File: src/sv/tdpt_pkg.sv
// ---------------------------------------------------------------------------
// Trial division prime test package
// Shared constants and the command and status bundles between the
// controller and the datapath.
// ---------------------------------------------------------------------------
package tdpt_pkg;

  // Default width of the tested value.
  localparam int unsigned VALUE_WIDTH_DEF = 31;

  // First candidate divisor.
  localparam int unsigned DIVISOR_START = 2;

  // Commands from the controller to the datapath.
  typedef struct packed {
    logic load;          // capture a new item and set up the first trial
    logic div_step;      // one restoring division step
    logic next_d;        // advance to the next divisor and restart division
    logic finish;        // write the result register and the sticky flag
    logic result_prime;  // primality verdict written on finish
  } tdpt_cmd_t;

  // Status from the datapath to the controller.
  typedef struct packed {
    logic div_last;    // the current division step is the last one
    logic below_two;   // the value is below two
    logic bound_fail;  // divisor exceeds the quotient, so d*d > n
    logic rem_zero;    // the divisor divides the value exactly
    logic out_free;    // the result register can take a new result
  } tdpt_status_t;

endpackage

File: src/sv/tdpt_dp.sv
// ---------------------------------------------------------------------------
// Trial division prime test datapath
// Holds the value and divisor, runs a one-bit-per-cycle restoring divider
// and owns the result register and the sticky prime flag.
// ---------------------------------------------------------------------------
module tdpt_dp #(
  parameter int unsigned VALUE_WIDTH = tdpt_pkg::VALUE_WIDTH_DEF
) (
  input  logic                     clk,
  input  logic                     rst,
  input  tdpt_pkg::tdpt_cmd_t      cmd,
  output tdpt_pkg::tdpt_status_t   status,
  input  logic [VALUE_WIDTH-1:0]   number,
  input  logic                     run_start,
  output logic                     result_valid,
  input  logic                     result_stall,
  output logic                     is_prime,
  output logic                     any_prime
);
  import tdpt_pkg::*;

  localparam int unsigned CW = $clog2(VALUE_WIDTH);

  logic [VALUE_WIDTH-1:0] n;
  logic                   start_flag;
  logic [VALUE_WIDTH-1:0] d;
  logic [VALUE_WIDTH-1:0] r;
  logic [VALUE_WIDTH-1:0] q;
  logic [CW-1:0]          cnt;
  logic                   seen_prime;

  logic [VALUE_WIDTH:0]   r_shift;
  logic [VALUE_WIDTH:0]   r_diff;
  logic                   r_ge;
  logic                   any_next;

  // Restoring division: shift in the next dividend bit, subtract if it fits.
  assign r_shift = {r, q[VALUE_WIDTH-1]};
  assign r_ge    = (r_shift >= {1'b0, d});
  assign r_diff  = r_shift - {1'b0, d};

  always_ff @(posedge clk) begin
    if (cmd.load) begin
      n          <= number;
      start_flag <= run_start;
      d          <= VALUE_WIDTH'(DIVISOR_START);
      r          <= '0;
      q          <= number;
      cnt        <= '0;
    end else if (cmd.next_d) begin
      d   <= d + VALUE_WIDTH'(1);
      r   <= '0;
      q   <= n;
      cnt <= '0;
    end else if (cmd.div_step) begin
      r   <= r_ge ? r_diff[VALUE_WIDTH-1:0] : r_shift[VALUE_WIDTH-1:0];
      q   <= {q[VALUE_WIDTH-2:0], r_ge};
      cnt <= cnt + CW'(1);
    end
  end

  assign any_next = cmd.result_prime | (seen_prime & ~start_flag);

  always_ff @(posedge clk) begin
    if (rst) begin
      result_valid <= 1'b0;
      seen_prime   <= 1'b0;
    end else if (cmd.finish) begin
      result_valid <= 1'b1;
      seen_prime   <= any_next;
    end else if (!result_stall) begin
      result_valid <= 1'b0;
    end
  end

  always_ff @(posedge clk) begin
    if (cmd.finish) begin
      is_prime  <= cmd.result_prime;
      any_prime <= any_next;
    end
  end

  always_comb begin
    status.div_last   = (cnt == CW'(VALUE_WIDTH - 1));
    status.below_two  = (n[VALUE_WIDTH-1:1] == '0);
    status.bound_fail = (d > q);
    status.rem_zero   = (r == '0);
    status.out_free   = ~result_valid | ~result_stall;
  end

endmodule

File: config.mk
export PLATFORM = sky130hd
export DESIGN_NAME = tdpt_dp
export DESIGN_NICKNAME = d
export VERILOG_FILES = /design/src/sv/tdpt_pkg.sv /design/src/sv/tdpt_dp.sv
export SDC_FILE = /design/constraint.sdc
export NUM_CORES = 1
export LEC_CHECK = 0
export BUFFER_PORTS_ARGS = -buffer_cell sky130_fd_sc_hd__buf_2
export CORE_MARGIN = 4
export CORE_UTILIZATION = 35
export CTS_CLUSTER_SIZE = 28
export DETAILED_ROUTE_END_ITERATION = 12
export PLACE_DENSITY = 0.48
export SLEW_MARGIN = 20
export SYNTH_ARGS = -nofsm -noshare
export SYNTH_HDL_FRONTEND = slang
export SYNTH_SLANG_ARGS = --single-unit
File: constraint.sdc
create_clock -name clk -period 6.3 [get_ports clk]
set_clock_uncertainty 0.15 [all_clocks]
set_input_delay 0.63 -clock clk [delete_from_list [all_inputs] [get_ports clk]]
set_output_delay 0.63 -clock clk [all_outputs]
set_load 0.1 [all_outputs]
# Word-level counts from Yosys, hierarchy flattened
# Index checks and enable logic that the tools add are counted.
# Widths: inputs -> output; s select.
# word_totals
input_bits	40
wordCells	33
out_inout_bits	8
regBits	134
# classes
bitwise	6
eq_ne	2
addsub	3
muxes	6
n_lt_le_gt_ge	2
reduce_logical	4
# op_table
cell	n
$mux 31	4
$ge 32x31->1	1
$add 31x1->31 const B	1
$gt 31x31->1	1
$logic_not 31->1	1
$sub 31x31->31	1
$logic_not 30->1	1
$add 5x1->5 const B	1
$eq 5x5->1 const B	1
$not 1->1	3
$reduce_bool 3->1	1
$mux 1	2
$ne 2x2->1 const B	1
$or 1x1->1	2
$reduce_or 2->1	1
$and 1x1->1	1

# Logic depth before layout (Yosys ltp)
# Gate-level depths: netlist of the first run.
# logic_depth
ltp_word	4
depth_mapped	14
ltp_nobuf	12

# Least setup slack after synthesis of the first run
# OpenSTA, ideal clock, no wires.
# synth_path
kind	reg2out
start	register q[1]
end	output status[2] in the netlist's numbering
stages_incl_launch_ff	11
slack_ns	2.687
t_arrival_ns	2.833
n_path_buf	0
required_ns	5.520
path_cell_list	edfxtp_1 > inv_1 > ha_1 > nor2b_1 > o21a_1 > o21ai_0 > nand2b_1 > a21oi_1 > o221ai_1 > a221oi_1 > a22oi_1
# synth_rtl
element	line	text
from (decl)	tdpt_dp.sv:28	logic [VALUE_WIDTH-1:0] q;
from (signal assigned)	tdpt_dp.sv:48	q <= number;
from (signal assigned)	tdpt_dp.sv:53	q <= n;
from (signal assigned)	tdpt_dp.sv:57	q <= {q[VALUE_WIDTH-2:0], r_ge};
to (decl)	tdpt_dp.sv:12	output tdpt_pkg::tdpt_status_t status,

# Worst setup path in the final report of the first run
# layout_path
start	register q[30]
end	register r[15]
# layout_between
elab_chain_len	2
word_cells_on_any_way	3
classes_between	add/sub (1); order compare (1); mux (1)
# layout_lines
element	line	text
$sub 31x31->31 / $ge 32x31->1 (equally long branches)	tdpt_dp.sv:40, tdpt_dp.sv:39	
$mux 31 (*)	tdpt_dp.sv:56	r <= r_ge ? r_diff[VALUE_WIDTH-1:0] : r_shift[VALUE_WIDTH-1:0];
to (signal assigned)	tdpt_dp.sv:56	
to (decl)	tdpt_dp.sv:27	logic [VALUE_WIDTH-1:0] r;
# Every way passes the cells marked *; elsewhere a longest branch is shown, timed or not.
# A chain may end at the register's enable or synchronous reset.

==> run_results.csv, run 1 <==
group,metric,value,unit
outcome,outcome,"finished, final reports clean",
final_layout,seq_area,0.00333,mm²
floorplanning,die_x,163,µm
worst_setup_path,required,6.50,ns
power_and_ir_drop,fin_total_pwr,0.00515,W
floorplanning,rows,56,
global_route,grt_pass1_wl,35900,µm
worst_setup_path,regToRegSetupSlack,2.68,ns
synth,synth.largest_area_cell,"edfxtp_1",
place,place_congestion,0.851,
timing,setup-violations-final,0,
worst_setup_path,endpoint_kind,"flop",
clock_tree,post_cts_resize_count,0,
synth,yosys.area.top_type_share,23.3,%
synth,synth_most_common_cell,"nand2_1",
synth,synth_area,0.00838,mm²
route,drtIter0Drc,309,
floorplanning,pin_count,48,
final_layout,multiInputGateArea,0.00458,mm²
synth,yosysWarningCount,0,
worst_setup_path,r2r-end,"r[15]",
place,hpwl,15800,µm
clock_tree,clk_pin_slew,0.07,ns
route,drc,0,
timing,tns,0,ns
global_route,grt_max_degree,91,
global_route,grtUsageTotal,17.0,%
worst_setup_path,cp-start-kind,"flop",
synth,synth.avg_cell_area,9.05,µm²
place,io_buffers,47,
min_path,hold_path_class,"input pin to flop",
route,wire_per_inst,16.7,µm
clock_tree,clk-insertion-delay-late,0.43,ns
timing,slew_headroom,42.7,%
min_path,hold_depth,2,
flow_run,drv_cap,0,
power_and_ir_drop,ir_drop,0.000353,V
timing,hold_ws,0.218,ns
global_route,antenna_found_initial,0,
power_and_ir_drop,p_per_area,545,mW/mm²
clock_tree,cts_buffer_depth,2,
timing,worstMarginPinSlew,0.859,ns
synth,async_flop_share,0,%
final_layout,fillers,2384,
power_and_ir_drop,leakagePower,3.89,nW
worst_setup_path,reg2reg_depth,13,
route,drt_wl_total,21600,µm
final_layout,syn_to_final_growth,12.7,%
clock_tree,htreeDepth,4,
synth,synth_common_cells,"nand2_1 (108), inv_1 (76), dfxtp_1 (69)",
timing,rsz0062_at_grt,"no",
clock_tree,cts_tree,"built",
min_path,whs_endpoint,"seen_prime",
global_route,grt_pass1_vias,6669,
worst_setup_path,path_max_fanout,14,
synth,ys_top_cells_by_area,"edfxtp_1 (23%), dfxtp_1 (16%), ha_1 (9.7%)",
clock_tree,post_cts_buffers,0,
synth,ys_seq_area_share,39.8,%
clock_tree,cts_root_buffer,"clkbuf_16",
floorplanning,initial_core_util,35.7,%
route,post_drt_via_cell_ratio,5.15,
synth,synth_cell_types,68,
synth,ys_ff_latch,134,
route,first_pass_iters,8,
synth,synth_edf_count,65,
final_layout,diodes,0,
floorplanning,dieArea,0.0265,mm²
timing,drv_slew,0,
timing,finalCritPeriodShare,57.5,%
route,vias,6645,
floorplanning,die_y,163,µm
floorplanning,core_area,0.0235,mm²
final_layout,nets,1065,
synth,synth_ff_type,"dfxtp_1",
global_route,overflow,0,
final_layout,drive_gt1_share,11.2,%
worst_setup_path,crit_type,"flop to flop",
worst_setup_path,critPathArrivalTime,3.82,ns
min_path,worstHoldStart,"rst",
route,ant_nets,0,
synth,synthCells,925,
timing,fmax,0.276,GHz
clock_tree,numCtsBuffers,17,
worst_setup_path,worstReg2RegStart,"q[30]",
synth,synth_fp_nets,1031,
timing,min_period,3.62,ns
timing,finalHoldViolations,0,
clock_tree,cts.sink_count,134,
clock_tree,postCtsHoldBufs,0,
stage by stage:
step	cell area, µm²	cells	setup slack, ns	utilization [%]
floorplan	8380	925	2.69	-
global placement	8880	1259	2.79	37.8
detailed placement	8880	1259	2.69	37.8
CTS	9440	1291	2.66	40.2
finish	9440	1291	2.68	40.2
global route	9440	1291	2.36	40.2
flip-flops by register name (all words and copies together) (netlist names):
name,cells
d,31
start_flag,1
result_valid,1
r,31
cnt,5
is_prime,1
any_prime,1
seen_prime,1
q,31
n,31
layout make-up:
| cell class | instances | share of cell area (%) |
|---|---|---|
| Inverter | 77 | 3.06 |
| Timing Repair Buffer | 53 | 2.99 |
| Sequential cell | 134 | 35.3 |
| Clock inverter | 14 | 1.42 |
| Multi-Input combinational cell | 676 | 48.5 |
| Clock buffer | 18 | 4.54 |
| Tap cell | 319 | 4.23 |
worst max-delay path by stage:
stage                 from         to  depth (start not counted)
floorplan             q[1]  status[2]                         10
global placement    cmd[2]      d[25]                          9
detailed placement   q[30]      r[15]                         13
CTS                  q[12]  status[2]                          9
global route         q[30]      r[15]                         13
finish               q[30]      r[15]                         13
per-layer routing:
metal	global-route usage, %	share of wire [%]	up-vias
li1	-	-	3411
met3	3.70	4.2	26
met1	24.9	52	3073
met2	25.2	42	135
met4	4.46	1.7	0
met5	0	0	-
power breakdown:
part	switching, W	internal [W]
registers	0.000114	0.00103
clock network	0.000453	0.000524
logic	0.00192	0.00111
logic make-up (layout without fill, tap and decap cells):
| family | after synthesis | count (layout) | share of synthesized area (%) |
|---|---|---|---|
| buffers and inverters | 115 | 162 | 5.57 |
| AO/OA/AOI/OAI | 218 | 218 | 17.3 |
| flip-flops | 134 | 134 | 39.8 |
| multiplexers | 33 | 33 | 3.94 |
| AND/OR/NAND/NOR | 305 | 305 | 17.8 |
| adder cells (fa/ha/maj) | 66 | 66 | 9.95 |
| XOR/XNOR | 54 | 54 | 5.65 |
placed cells by master (no fill, tap or decap), types with 10 or more instances in the layout:
cell type,n
a31oi_1,13
and3_1,12
xnor2_1,45
a311oi_2,10
edfxtp_1,65
nand4_1,21
buf_2,46
a21o_1,22
nor2_1,67
nand2_1,108
ha_1,65
mux2i_1,33
clkbuf_16,17
nor3_1,21
nand3_1,20
o21ai_0,60
dfxtp_1,69
a21oi_1,52
inv_1,76
nor4_1,18
critical path: stages (launching register included):
cell      delay, ns
edfxtp_1       0.38
inv_1          0.11
ha_1           0.18
inv_1          0.06
fa_1           0.42
a211oi_1       0.28
o211a_1        0.24
or2_4          0.17
a211oi_4       0.07
nor4_4         0.53
nor2_2         0.27
buf_4          0.30
a211o_1        0.27
a21oi_1        0.11
Power figures use the tool's default switching activity.
==> inputs of run 2 (changes only) <==
==> constraint.sdc (replaced) <==
create_clock -name clk -period 3.7 [get_ports clk]
set_clock_uncertainty 0.15 [all_clocks]
set_input_delay 0.37 -clock clk [delete_from_list [all_inputs] [get_ports clk]]
set_output_delay 0.37 -clock clk [all_outputs]
set_load 0.1 [all_outputs]
==> run 2 against run 1 <==
Against the previous run:
- total power grew 76%
- fmax grew 4.8%
- utilization grew 2.0 points
- final area grew 5.1%
- flip-flop and latch count is the same
- critical path depth shrank 2
- largest cell class unchanged
- register-to-register slack lost 2.4 ns
- sequential power grew 70%
- sequential share of layout area shrank 1.7 points
- non-clock buffer count grew 47
- clock power grew 79%
- largest power group unchanged
- cell count grew 3.6%
==> run_results.csv, run 2 (synthesis results as in run 1) <==
group,metric,value,unit
route,drtIter0Drc,401,
final_layout,seq_area,0.00333,mm²
timing,rsz0062_at_grt,"no",
floorplanning,initial_core_util,35.7,%
power_and_ir_drop,leakagePower,4.11,nW
outcome,outcome,"finished, final reports clean",
floorplanning,die_x,163,µm
global_route,antenna_found_initial,0,
clock_tree,post_cts_resize_count,0,
worst_setup_path,critPathArrivalTime,3.63,ns
clock_tree,post_cts_buffers,0,
clock_tree,clk_pin_slew,0.07,ns
route,vias,6826,
route,drc,0,
worst_setup_path,required,3.88,ns
clock_tree,clk-insertion-delay-late,0.43,ns
final_layout,drive_gt1_share,12.0,%
power_and_ir_drop,p_per_area,913,mW/mm²
worst_setup_path,cp-start-kind,"flop",
power_and_ir_drop,fin_total_pwr,0.00906,W
final_layout,nets,1112,
power_and_ir_drop,ir_drop,0.000999,V
timing,worstMarginPinSlew,0.721,ns
place,hpwl,16000,µm
final_layout,fillers,2367,
route,ant_nets,0,
timing,drv_slew,0,
timing,finalHoldViolations,0,
timing,setup-violations-final,0,
timing,min_period,3.46,ns
worst_setup_path,crit_type,"flop to flop",
global_route,overflow,0,
final_layout,final_cell_mix,"nand2_1 (108), inv_1 (76), dfxtp_1 (69)",
final_layout,multiInputGateArea,0.00458,mm²
clock_tree,postCtsHoldBufs,34,
timing,finalCritPeriodShare,93.4,%
floorplanning,die_y,163,µm
route,first_pass_iters,5,
route,post_drt_via_cell_ratio,5.10,
min_path,hold_path_class,"input pin to flop",
global_route,grt_pass1_wl,35400,µm
clock_tree,cts_root_buffer,"clkbuf_16",
clock_tree,cts_buffer_depth,2,
route,drt_wl_total,21700,µm
clock_tree,cts_tree,"built",
flow_run,drv_cap,0,
worst_setup_path,endpoint_kind,"flop",
clock_tree,cts.sink_count,134,
final_layout,syn_to_final_growth,18.5,%
global_route,grtUsageTotal,16.7,%
final_layout,final_common_cell,"nand2_1",
floorplanning,core_area,0.0235,mm²
place,io_buffers,47,
floorplanning,pin_count,48,
place,placed_area,0.00899,mm²
timing,fmax,0.289,GHz
final_layout,fin_area,0.00992,mm²
timing,tns,0,ns
final_layout,diodes,0,
floorplanning,dieArea,0.0265,mm²
place,dpl.cell_count,1272,
floorplanning,rows,56,
timing,slew_headroom,51.9,%
clock_tree,numCtsBuffers,17,
final_layout,fin_cells,1338,
place,place_congestion,0.828,
worst_setup_path,path_max_fanout,24,
route,wire_per_inst,16.2,µm
global_route,grt_max_degree,115,
clock_tree,htreeDepth,4,
global_route,grt_pass1_vias,6609,
## run 2: cell types whose count changed in the layout (fill, tap and decap cells not counted), sizes merged
cell / previous run / this run
inv: 86 / 85
bufinv: 0 / 2
clkinvlp: 1 / 3
clkinv: 4 / 1
buf: 53 / 66
dlygate4sd3: 0 / 34
## run 2: worst paths after layout
kind	from	endpoint	slack [ns]	depth (start not counted)
setup / recovery	d[0]	r[16]	0.24	11
setup reg to reg	d[0]	r[16]	0.24	11
hold reg to reg	seen_prime	seen_prime	0.35	2
hold / removal	result_stall	result_valid	0.04	3
## run 2: final cells by class
class	count	share of cell area, %
Clock inverter	14	1.65
Tap cell	319	4.02
Clock buffer	18	4.32
Sequential cell	134	33.6
Inverter	77	2.91
Multi-Input combinational cell	676	46.1
Timing Repair Buffer	100	7.39
## run 2: layer usage
metal	up-vias	part of all wire, %	global-route usage, %	wire length [µm]
met5	-	0	0	0
met4	0	1.1	4.04	244
met3	15	3.3	2.94	718
met2	124	46	26.1	9900
met1	3188	50	24.2	10800
li1	3499	-	-	-
## run 2: metrics by stage
stage / hold slack [ns] / utilization [%] / setup WS (ns)
floorplan: 0.292 / - / 0.347
global placement: 0.336 / 38.3 / 0.361
detailed placement: 0.343 / 38.3 / 0.271
CTS: 0.0316 / 42.3 / 0.238
global route: 0.0575 / 42.3 / 0.0148
finish: 0.0387 / 42.3 / 0.243
## run 2: where the power goes
group | internal, W | leakage (nW) | switching, W
combinational | 0.00211 | 2.61 | 0.00325
clock | 0.00101 | 0.282 | 0.000738
sequential | 0.00176 | 1.22 | 0.000192
## run 2: critical path, cell delays in order (launching register included)
cell and delay, ns:
dfxtp_1 0.44, ha_1 0.21, inv_1 0.05, fa_1 0.43, a211oi_1 0.30, o211a_1 0.24
or2_4 0.16, a211oi_4 0.07, or4_1 0.71, nand2_8 0.25, a21oi_1 0.09, a211oi_1 0.24
==> inputs of run 3 (changes only) <==
--- a/config.mk
+++ b/config.mk
@@ -10,7 +10,7 @@
 export CORE_UTILIZATION = 35
 export CTS_CLUSTER_SIZE = 28
 export DETAILED_ROUTE_END_ITERATION = 12
-export PLACE_DENSITY = 0.48
+export PLACE_DENSITY = 0.49
 export SLEW_MARGIN = 20
 export SYNTH_ARGS = -nofsm -noshare
 export SYNTH_HDL_FRONTEND = slang
==> constraint.sdc (replaced) <==
create_clock -name clk -period 2.8 [get_ports clk]
set_clock_uncertainty 0.15 [all_clocks]
set_input_delay 0.28 -clock clk [delete_from_list [all_inputs] [get_ports clk]]
set_output_delay 0.28 -clock clk [all_outputs]
set_load 0.1 [all_outputs]
==> run 3 against run 2 <==
Against the previous run:
- the run now ends with setup timing left
- setup slack got worse by 0.42 ns
- largest power group unchanged
- sequential power increased by 29%
- register-to-register slack got worse by 0.42 ns
- global-route usage increased by 2.2 points
- critical endpoint is now status[2]
==> run_results.csv, run 3 (synthesis results as in run 1) <==
group,metric,value,unit
outcome,outcome,"finished with violations",
outcome,violations,"setup timing",
worst_setup_path,r2r-end,"r[23]",
floorplanning,initial_core_util,35.7,%
final_layout,nets,1298,
floorplanning,pin_count,48,
place,post-place-ws,-0.349,ns
place,io_buffers,47,
route,vias,7583,
floorplanning,rows,56,
timing,worstMarginPinSlew,0.663,ns
global_route,overflow,0,
worst_setup_path,cpPeakStageDelay,0.41,ns
route,drtIter0Drc,343,
flow_run,drv_cap,0,
floorplanning,die_y,163,µm
place,place_congestion,0.855,
final_layout,diodes,0,
route,first_pass_iters,6,
global_route,grt_pass1_wl,39800,µm
global_route,antenna_found_initial,0,
clock_tree,cts_buffer_depth,2,
route,wire_per_inst,16.1,µm
min_path,hold_path_class,"input pin to flop",
clock_tree,clk-insertion-delay-late,0.44,ns
timing,fmax,0.335,GHz
timing,rsz0062_at_grt,"yes",
global_route,grt_max_degree,63,
power_and_ir_drop,intPower,0.00960,W
floorplanning,die_x,163,µm
place,hpwl,17300,µm
worst_setup_path,endpoint_kind,"output pin",
worst_setup_path,cp-startpoint,"q[12]",
final_layout,syn_to_final_growth,41.9,%
final_layout,drive_gt1_share,32.0,%
min_path,hold_depth,2,
timing,setup-violations-final,32,
power_and_ir_drop,leakagePower,5.14,nW
timing,drv_slew,0,
final_layout,fin_area,0.0119,mm²
global_route,grtUsageTotal,18.9,%
clock_tree,cts_tree,"built",
route,ant_nets,0,
worst_setup_path,crit_family,"compound AO/OA/AOI/OAI gates",
timing,min_period,2.98,ns
clock_tree,numCtsBuffers,17,
worst_setup_path,cp-start-kind,"flop",
route,drc,0,
final_layout,final_util,50.6,%
power_and_ir_drop,seq_power_share,14.5,%
worst_setup_path,path_max_fanout,2,
worst_setup_path,critPathArrivalTime,2.55,ns
clock_tree,cts.sink_count,134,
min_path,whs_endpoint,"d[10]",
worst_setup_path,critical_path_buf_inv_count,2,
power_and_ir_drop,p_switching,0.00779,W
floorplanning,dieArea,0.0265,mm²
route,post_drt_via_cell_ratio,4.98,
final_layout,final_common_cell,"buf_4",
power_and_ir_drop,power.share.clock,13.1,%
clock_tree,htreeDepth,4,
clock_tree,clk_pin_slew,0.07,ns
final_layout,fillers,2221,
clock_tree,cts_root_buffer,"clkbuf_16",
worst_setup_path,required,2.37,ns
power_and_ir_drop,switching_share,44.8,%
route,drt_wl_total,24600,µm
power_and_ir_drop,p_per_area,1460,mW/mm²
worst_setup_path,regToRegSetupSlack,-0.18,ns
place,placed_area,0.0102,mm²
worst_setup_path,crit_type,"flop to output pin",
timing,finalHoldViolations,0,
timing,finalCritPeriodShare,106,%
min_path,worstHoldStart,"cmd[4]",
floorplanning,core_area,0.0235,mm²
timing,slew_headroom,55.8,%
worst_setup_path,crit_chain,"inv_2 -> ha_4 -> a21o_1 -> a21o_1 -> a221oi_2 -> o221ai_2 -> a221oi_2 -> a22oi_2 -> buf_12",
worst_setup_path,worstReg2RegStart,"q[30]",
timing,worst_slack,-0.182,ns
power_and_ir_drop,ir_drop,0.00111,V
final_layout,final_cell_mix,"buf_4 (187), nand2_1 (90), inv_1 (69)",
global_route,grt_pass1_vias,7644,
worst_setup_path,reg2reg_depth,13,
worst_setup_path,slowest_stage,"edfxtp_1",
power_and_ir_drop,pwr-share-comb,72.4,%
==> run 3: changes by cell type in the layout (fill, tap and decap cells not counted), sizes merged <==
cell	before	now
clkinv	1	2
dlygate4sd3	34	36
inv	85	86
bufinv	2	1
nand2	110	112
nor2	68	70
clkinvlp	3	2
buf	66	246
==> run 3: layout make-up <==
cell class	count	area [µm²]	area share, %
clock buffers	18	429	3.61
well taps	319	399	3.36
inverters	77	289	2.43
clock inverters	14	151	1.27
multi-input cells	680	5070	42.7
flip-flops and latches	134	3340	28.1
repair buffers	282	2210	18.6
==> run 3: metrics by stage <==
step | TNS (ns) | power (W) | cells | hold slack, ns
after floorplan | -3.49 | 0.00824 | 925 | 0.202
after global placement | -7.14 | 0.0113 | 1431 | 0.306
after detailed placement | -8.96 | 0.0114 | 1431 | 0.309
after CTS | -3.99 | 0.0164 | 1516 | 0.0235
after global routing | -8.60 | 0.0184 | 1524 | 0.0469
final | -4.19 | 0.0174 | 1524 | 0.0295
==> run 3: power groups by stage <==
stage	logic, W	clock network (W)	registers [W]
after floorplan	0.00570	0	0.00254
after global placement	0.00872	0	0.00255
after detailed placement	0.00888	0	0.00254
after CTS	0.0116	0.00232	0.00251
after global routing	0.0134	0.00240	0.00254
final	0.0126	0.00228	0.00252
==> run 3: repair_timing <==
action	4_1_cts	5_1_grt
cloned	5	0
buffers inserted	12	9
pin swaps	56	27
resized for setup	73	44
hold buffers	36	0
setup endpoints to repair	33	33
hold endpoints to repair	57	0
==> run 3: worst max-delay path by stage <==
stage	endpoint	slack (ns)	cells after the start
global placement	r[29]	-0.29	12
CTS	r[28]	-0.20	14
global route	q[0]	-0.33	15
detailed placement	r[12]	-0.35	13
floorplan	r[1]	-0.21	14
finish	status[2]	-0.18	9
==> run 3: routing by layer <==
metal / track usage (%) / wire [µm] / vias up / part of all wire, %
met5: 0 / 0 / - / 0
met4: 4.99 / 308 / 0 / 1.3
met3: 3.21 / 722 / 22 / 2.9
li1: - / - / 3874 / -
met2: 31.0 / 11500 / 126 / 47
met1: 25.9 / 12000 / 3561 / 49
